[config.mk]
export PLATFORM = sky130hd
export DESIGN_NAME = tcf_ctrl
export DESIGN_NICKNAME = d
export VERILOG_FILES = /design/src/design/tcf_pkg.sv /design/src/design/tcf_ctrl.sv
export SDC_FILE = /design/constraint.sdc
export NUM_CORES = 1
export LEC_CHECK = 0
export ABC_AREA = 1
export BUFFER_PORTS_ARGS = -buffer_cell sky130_fd_sc_hd__buf_2
export CORE_AREA = 2 2 39 41
export CTS_CLUSTER_SIZE = 30
export DETAILED_ROUTE_END_ITERATION = 16
export DIE_AREA = 0 0 41 43
export GPL_TIMING_DRIVEN = 0
export SLEW_MARGIN = 20
export SYNTH_ARGS = -nofsm -noshare
export SYNTH_HDL_FRONTEND = slang
export SYNTH_SLANG_ARGS = --single-unit
export TNS_END_PERCENT = 5
[constraint.sdc]
create_clock -name clock -period 1.1 [get_ports clock]
set_input_delay 0.11 -clock clock [delete_from_list [all_inputs] [get_ports clock]]
set_output_delay 0.11 -clock clock [all_outputs]
set_load 0.1 [all_outputs]
[src/design/tcf_pkg.sv]
// Shared types, constants and the arctangent table for the tilt filter.
// Used by the controller, the datapath and the top level.
`default_nettype none
package tcf_pkg;
   localparam int CordicSteps = 16;
   localparam int StepWidth = $clog2(CordicSteps + 1);
   localparam logic signed [31:0] Deg90 = 32'sd5898240;

   typedef enum logic [2:0] {
      ST_IDLE, ST_SQRT, ST_ROLL, ST_PITCH, ST_FUSE, ST_DONE
   } state_type;

   typedef enum logic [0:0] {
      REG_BLEND_WEIGHT = 1'b0,
      REG_TICK_SECONDS = 1'b1
   } reg_index_type;

   typedef struct packed {
      logic load;
      logic sqrt_init;
      logic sqrt_step;
      logic cordic_init;
      logic cordic_sel;
      logic cordic_step;
      logic roll_save;
      logic fuse_step;
   } cmd_type;

   typedef struct packed {
      logic sqrt_done;
      logic cordic_done;
      logic fuse_done;
   } sts_type;

   function automatic logic signed [31:0] atan_entry(input logic [4:0] i);
      logic signed [31:0] v;
      v = 32'sd0;
      case (i)
         5'd0: v = 32'sd2949120;  5'd1: v = 32'sd1740967;
         5'd2: v = 32'sd919879;   5'd3: v = 32'sd466945;
         5'd4: v = 32'sd234379;   5'd5: v = 32'sd117304;
         5'd6: v = 32'sd58666;    5'd7: v = 32'sd29335;
         5'd8: v = 32'sd14668;    5'd9: v = 32'sd7334;
         5'd10: v = 32'sd3667;    5'd11: v = 32'sd1833;
         5'd12: v = 32'sd917;     5'd13: v = 32'sd458;
         5'd14: v = 32'sd229;     5'd15: v = 32'sd115;
         5'd16: v = 32'sd57;      5'd17: v = 32'sd29;
         5'd18: v = 32'sd14;      5'd19: v = 32'sd7;
         5'd20: v = 32'sd4;       5'd21: v = 32'sd2;
         5'd22: v = 32'sd1;       default: v = 32'sd0;
      endcase
      return v;
   endfunction
endpackage
`default_nettype wire

[src/design/tcf_ctrl.sv]
// Sequencer for the tilt filter: steps square root, two CORDIC passes, fuse.
// Depends on tcf_pkg.
`default_nettype none
module tcf_ctrl (
   input  wire logic              clock,
   input  wire logic              reset,
   input  wire logic              req_fire,
   input  wire logic              rsp_free,
   input  wire tcf_pkg::sts_type  sts,
   output tcf_pkg::cmd_type       cmd,
   output logic                   busy,
   output logic                   rsp_load
);
   tcf_pkg::state_type state_ff, state_in;

   // hold state
   always_ff @(posedge clock) begin
      if (reset) state_ff <= tcf_pkg::ST_IDLE;
      else state_ff <= state_in;
   end

   // next state and commands
   always_comb begin
      state_in = state_ff;
      cmd = '0;
      rsp_load = 1'b0;
      busy = (state_ff != tcf_pkg::ST_IDLE);
      unique case (state_ff)
         tcf_pkg::ST_IDLE: begin
            if (req_fire) begin
               cmd.load = 1'b1;
               state_in = tcf_pkg::ST_SQRT;
            end
         end
         tcf_pkg::ST_SQRT: begin
            if (sts.sqrt_done) begin
               cmd.cordic_init = 1'b1;
               state_in = tcf_pkg::ST_ROLL;
            end else cmd.sqrt_step = 1'b1;
         end
         tcf_pkg::ST_ROLL: begin
            if (sts.cordic_done) begin
               cmd.roll_save = 1'b1;
               cmd.cordic_init = 1'b1;
               cmd.cordic_sel = 1'b1;
               state_in = tcf_pkg::ST_PITCH;
            end else cmd.cordic_step = 1'b1;
         end
         tcf_pkg::ST_PITCH: begin
            if (sts.cordic_done) state_in = tcf_pkg::ST_FUSE;
            else cmd.cordic_step = 1'b1;
         end
         tcf_pkg::ST_FUSE: begin
            if (sts.fuse_done) state_in = tcf_pkg::ST_DONE;
            else cmd.fuse_step = 1'b1;
         end
         tcf_pkg::ST_DONE: begin
            if (rsp_free) begin
               rsp_load = 1'b1;
               state_in = tcf_pkg::ST_IDLE;
            end
         end
         default: state_in = tcf_pkg::ST_IDLE;
      endcase
      cmd.sqrt_init = cmd.load;
   end

   assert property (@(posedge clock) disable iff (reset)
      req_fire |-> state_ff == tcf_pkg::ST_IDLE)
      else $error("word accepted while busy");
   assert property (@(posedge clock) disable iff (reset)
      rsp_load |=> state_ff == tcf_pkg::ST_IDLE)
      else $error("result load left sequencer busy");
   assert property (@(posedge clock) disable iff (reset)
      cmd.roll_save |-> state_ff == tcf_pkg::ST_ROLL)
      else $error("roll saved outside roll pass");
endmodule
`default_nettype wire

==> results of run 1 <==
## cells in the final DEF (no fill, tap or decap)
cell,instances
nand2_8,1
nand4_1,1
inv_2,3
nor2_1,5
dfxtp_4,3
nand2_1,5
clkinv_1,1
buf_8,1
o21ai_0,1
nand3_4,2
buf_4,1
inv_8,1
clkbuf_4,3
buf_6,1
nor2_4,4
nor2_2,4
o21ai_1,2
inv_1,8
nand3_2,1
buf_2,7
o22ai_4,1
clkbuf_1,1
buf_12,9
nand3_1,7
## worst paths after layout
path	slack [ps]	depth (start not counted)	start	end
worst max register to register	-90	8	state_ff[1]	state_ff[2]
worst max-delay path	-240	5	state_ff[1]	cmd[7]
worst min register to register	560	2	state_ff[0]	state_ff[0]
worst min-delay path	140	4	reset	state_ff[0]
## routing by layer
metal  share of wire  track usage  vias to the layer above  wire length, um
met2            0.54       0.1656                       14              456
met4               0      0.08000                        0                0
met3           0.058      0.02094                        0               49
met1            0.40       0.1310                      163              334
li1                -            -                      210                -
met5               0            0                        -                0
## power groups by stage
| stage | Sequential (mW) | Clock (mW) | Combinational (mW) |
|---|---|---|---|
| after global routing | 0.275 | 0.211 | 1.75 |
| final | 0.266 | 0.187 | 1.66 |
| after global placement | 0.224 | 0 | 1.35 |
| after floorplan | 0.212 | 0 | 1.22 |
| after CTS | 0.262 | 0.193 | 1.64 |
| after detailed placement | 0.227 | 0 | 1.36 |
## stage by stage
stage	setup TNS, ps	std cells	hold WS [ps]
floorplan	-4455	52	268.7
global placement	-2777	84	370.5
detailed placement	-2910	84	382.2
CTS	-2310	89	137.8
global route	-2916	89	150.8
finish	-2123	89	138.1
## critical path: stages (launching register included)
cell,delay (ps)
dfxtp_4,360
nor2_4,190
nand2_8,70
nor2_4,120
buf_12,110
buf_12,160
## layout make-up
type | count | area, um2
Fill cell | 133 | 711.9
Multi-Input combinational cell | 34 | 249.0
Timing Repair Buffer | 17 | 214.0
Sequential cell | 3 | 71.32
Inverter | 13 | 56.30
Buffer | 2 | 35.03
Clock buffer | 4 | 26.28
Tap cell | 16 | 20.02
## cell families after synthesis
| kind of cell | Yosys count | share of synthesized area |
|---|---|---|
| and+or+nand+nor | 30 | 0.5043 |
| buffers and inverters | 15 | 0.2179 |
| AOI/OAI and AO/OA | 4 | 0.07265 |
| DFF | 3 | 0.2051 |
## repair_timing
action	4_1_cts	5_1_grt
pin swaps	2	1
gates resized for setup	44	5
hold endpoints to repair	0	0
endpoints found under the setup margin	13	12
buffers inserted	1	0
==> metrics.cfg, run 1 <==
[run_status]
outcome = finished with violations
violations = setup timing

[timing]
least_margin_pin_slew_ps = 483.8
timing.max_slew.rel_slack = 0.6797
fmax_mhz = 745.0
grt_setup_unrepaired = true
layout_min_cycle_time_ps = 1342
setup_viol_count_final = 12
worst_slack_ps = -242.3
finalMaxSlewViolations = 0
hold_viol_final = 0
post-route-period-util = 1.220
timing.clock.skew_ps = 2.835

[global_route]
antenna_found_initial = 0
track_usage = 0.1102
grt_overflow = 0
vias_in_the_first_global_route = 359
grt_pass1_wl_um = 1331
grt_start_max_net_pins = 8

[layout]
final_area_um2 = 671.9
syn2layout_area_growth_pct = 129.5
fraction_of_final_layout_cells_with_drive_strength_greater_than_1 = 0.5753
largest_register = state_ff
final_core_util = 0.4855
final_nets = 81
largest_register_ff_count = 3
antenna_cells_inserted = 0
largest_registers = state_ff: 3 flops

[yosys]
synth_nets = 59
post_synth_num_cell_types = 14
top_area_cells_in_the_synthesized_netlist = dfxtp_1, inv_1, nand3_1, nor2_1, nor2_2
synth_area_per_cell_um2 = 5.630
synth-async-reset-ratio = 0
yosysMostFrequentCell = inv_1
synthCells = 52
post_synth_instance_area_um2 = 292.8
ys.warnings.count = 0
synth_top_area_frac = 0.2051
yosysTopAreaCell = dfxtp_1
number_of_enable_flip_flop_cells_after_synthesis = 0
commonest_register_cell_after_synthesis = dfxtp_1
synth_seq_area_share = 0.2051
synth.cells.most_frequent = inv_1, nor2_1, nand3_1, nand2_1, nor2_2
ys_ff_latch = 3

[critical_path]
critical_path.endpoint_type = output port
worstPathArrival_ps = 1230
critical_path_peak_fanout = 5
startpoint_type = flip-flop
critical_path_class = reg2out
timing.critical_path.required_ps = 990

[clocking]
clkLatencyLatePin_ps = 230
clock_tree_from_tritoncts = built
h-tree-depth = 1
cts.path.max_buffers = 2
cts-buffers-inserted = 3
clk_pin_slew_worst_paths_ps = 40
clock_sinks = 3
ctsRootBufferMaster = clkbuf_4
post_cts_hold_buffer_count = 0

[pwr]
total_power_mw = 2.113
p_leak_nw = 0.3124
power.sequential.fraction = 0.126
power.clock.fraction = 0.089
peakVddDrop_v = 0.001397
comb_power_share = 0.785
power_density_nw_per_um2 = 3145
p_sw_mw = 1.255
swShare = 0.5940
internal_power_mw = 0.8580

[job]
cap_violations = 0

[placement]
post-place-ws_ps = -437.7
place_congestion = 0.8117
port_buffers = 16
detailed_place.area_um2 = 471.7
detailed_place_hpwl_um = 589.4

[floorplan]
fp.dieW_um = 41
initial_core_util = 0.2116
std_cell_rows = 14
top_level_ports = 17
dieHeight_um = 43
fp.coreArea_um2 = 1384
die-area_um2 = 1763

[detailed_routing]
detailed_route_via_count = 387
drt_pre_antenna_iters = 4
ant_nets = 0
post_drt_wl_per_cell_um = 9.438
detail_route.iter0.violations = 1
vias_per_cell = 4.348
drc = 0
route.final.wire_length_um = 840

[hold_path]
hold_path_class = in2reg

Note: power is estimated with default switching activity, not from simulation.
==> run 2, diff against run 1 <==
BUFFER_PORTS_ARGS = default   (was -buffer_cell sky130_fd_sc_hd__buf_2)
CTS_BUF_LIST = sky130_fd_sc_hd__clkbuf_8   (was default)
DONT_BUFFER_PORTS = 1   (was default)
==> run 2 against run 1 <==
  * Highest routed layer unchanged
  * Critical endpoint unchanged
  * Worst setup slack worse by 480 ps
  * The flow still finishes with violations (setup timing)
  * Critical path type unchanged
  * Count of clock-buffer cells in the layout shrank 1
  * Critical path depth is 1 lower
  * Utilization decreased by 12 points
==> metrics.cfg, run 2 (synthesis results as in run 1) <==
[clocking]
ctsRootBufferMaster = clkbuf_8
clock_tree_from_tritoncts = built
cts.path.max_buffers = 2  ; unchanged
post_cts_hold_buffer_count = 0  ; unchanged
clk_pin_slew_worst_paths_ps = 30  ; about the same
clock_sinks = 3  ; unchanged
clkLatencyLatePin_ps = 210  ; -20 ps
h-tree-depth = 1  ; unchanged
cts-buffers-inserted = 3  ; unchanged

[critical_path]
critical_path.endpoint_type = output port
worstPathArrival_ps = 1710  ; +480 ps
timing.critical_path.required_ps = 990  ; about the same
critical_path_peak_fanout = 3  ; -2
critical_path_class = reg2out
startpoint_type = flip-flop

[timing]
post-route-period-util = 1.655  ; +0.4345
setup_viol_count_final = 12  ; unchanged
least_margin_pin_slew_ps = 760.8  ; +277.0 ps
fin_tns_setup_ps = -5346  ; -3223 ps
fmax_mhz = 549.4  ; -26%
grt_setup_unrepaired = true
worst_slack_ps = -720.3  ; -478.0 ps
finalMaxSlewViolations = 0  ; unchanged
layout_min_cycle_time_ps = 1820  ; +478.0 ps
hold-worst-slack_ps = 66.69  ; -71.45 ps
timing.clock.skew_ps = 1.380  ; -1.455 ps
hold_viol_final = 0  ; unchanged
timing.max_slew.rel_slack = 0.4928  ; -0.1869

[floorplan]
dieHeight_um = 43  ; unchanged
fp.dieW_um = 41  ; unchanged
top_level_ports = 17  ; unchanged
std_cell_rows = 14  ; unchanged
fp.coreArea_um2 = 1384  ; unchanged
initial_core_util = 0.2116  ; unchanged
die-area_um2 = 1763  ; unchanged

[layout]
antenna_cells_inserted = 0  ; unchanged
largest_registers = state_ff: 3 flops
final_nets = 66  ; -19%
multiInputGateArea_um2 = 256.5  ; +3.0%
mostFrequentLayoutCell = inv_1
fraction_of_final_layout_cells_with_drive_strength_greater_than_1 = 0.4483  ; -0.1271
largest_register = state_ff
final_core_util = 0.3680  ; -0.1175
syn2layout_area_growth_pct = 73.93
final_cell_mix = inv_1, nand3_1, nor2_1, nor2_4, nand2_1
seq_area_um2 = 71.32  ; unchanged
num-fill-cells = 146  ; +9.8%
largest_register_ff_count = 3  ; unchanged

[detailed_routing]
vias_per_cell = 4.554  ; +4.7%
post_drt_wl_per_cell_um = 9.838  ; +4.2%
drt_pre_antenna_iters = 4  ; unchanged
detail_route.iter0.violations = 3  ; +2
route.final.wire_length_um = 728  ; -13%
ant_nets = 0  ; unchanged
drc = 0  ; unchanged
detailed_route_via_count = 337  ; -13%

[global_route]
grt_pass1_wl_um = 1207  ; -9.3%
track_usage = 0.1021  ; -0.008118
grt_start_max_net_pins = 8  ; unchanged
antenna_found_initial = 0  ; unchanged
grt_overflow = 0  ; unchanged
vias_in_the_first_global_route = 336  ; -6.4%

[placement]
detailed_place_hpwl_um = 565.8  ; -4.0%
port_buffers = 0  ; -16
post-place-ws_ps = -641.9  ; -204.2 ps
place_congestion = 0.7942  ; -2.2%

[run_status]
violations = setup timing
outcome = finished with violations

[job]
cap_violations = 0  ; unchanged

[hold_path]
hold_path_class = in2reg

==> run 2: changes by cell type in the layout (fill, tap and decap cells not counted), sizes merged <==
cell	before	now
inv	12	11
clkbuf	4	3
clkinvlp	0	2
buf	19	4
==> run 2: layer usage <==
layer | up-vias | global-route usage | share of wire
li1 | 171 | - | -
met1 | 153 | 0.1115 | 0.47
met2 | 13 | 0.1469 | 0.48
met3 | 0 | 0.03665 | 0.051
met4 | 0 | 0.08667 | 0
met5 | - | 0 | 0
==> run 2: repair_timing <==
item	CTS	global route
endpoints found under the setup margin	13	12
pin swaps	6	0
gates resized for setup	13	2
buffers inserted	2	0
endpoints found under the hold margin	0	0
==> run 2: layout make-up <==
| type | instances | share of cell area |
|---|---|---|
| Clock buffer | 3 | 0.08108 |
| Buffer | 2 | 0.07862 |
| Clock inverter | 1 | 0.007371 |
| Sequential cell | 3 | 0.1400 |
| Timing Repair Buffer | 2 | 0.02948 |
| Tap cell | 16 | 0.03931 |
| Inverter | 13 | 0.1204 |
| Multi-Input combinational cell | 34 | 0.5037 |
==> run 2: worst max-delay path: stages (launching register included) <==
cell and delay [ps]:
dfxtp_4 350, nor2_4 170, nand2_8 160, nor2_4 560
buf_12 260
==> run 2: per-stage QoR <==
step                cell area (um2)  instances
finish                        509.2         74
global placement              391.6         68
global route                  509.2         74
detailed placement            391.6         68
CTS                           499.2         74
floorplan                     371.6         52
==> run 2: path summary, 6_finish.rpt <==
kind	startpoint	to	slack, ps	cells after the start
worst min-delay path	reset	state_ff[2]	70	3
worst max register to register	state_ff[1]	state_ff[0]	-510	7
worst min register to register	state_ff[0]	state_ff[0]	550	2
worst max-delay path	state_ff[1]	cmd[7]	-720	4
Power of run 2 is left out: the tool's default activity adds up to more than one toggle a clock period on the data nets, which glitch-free logic cannot reach.
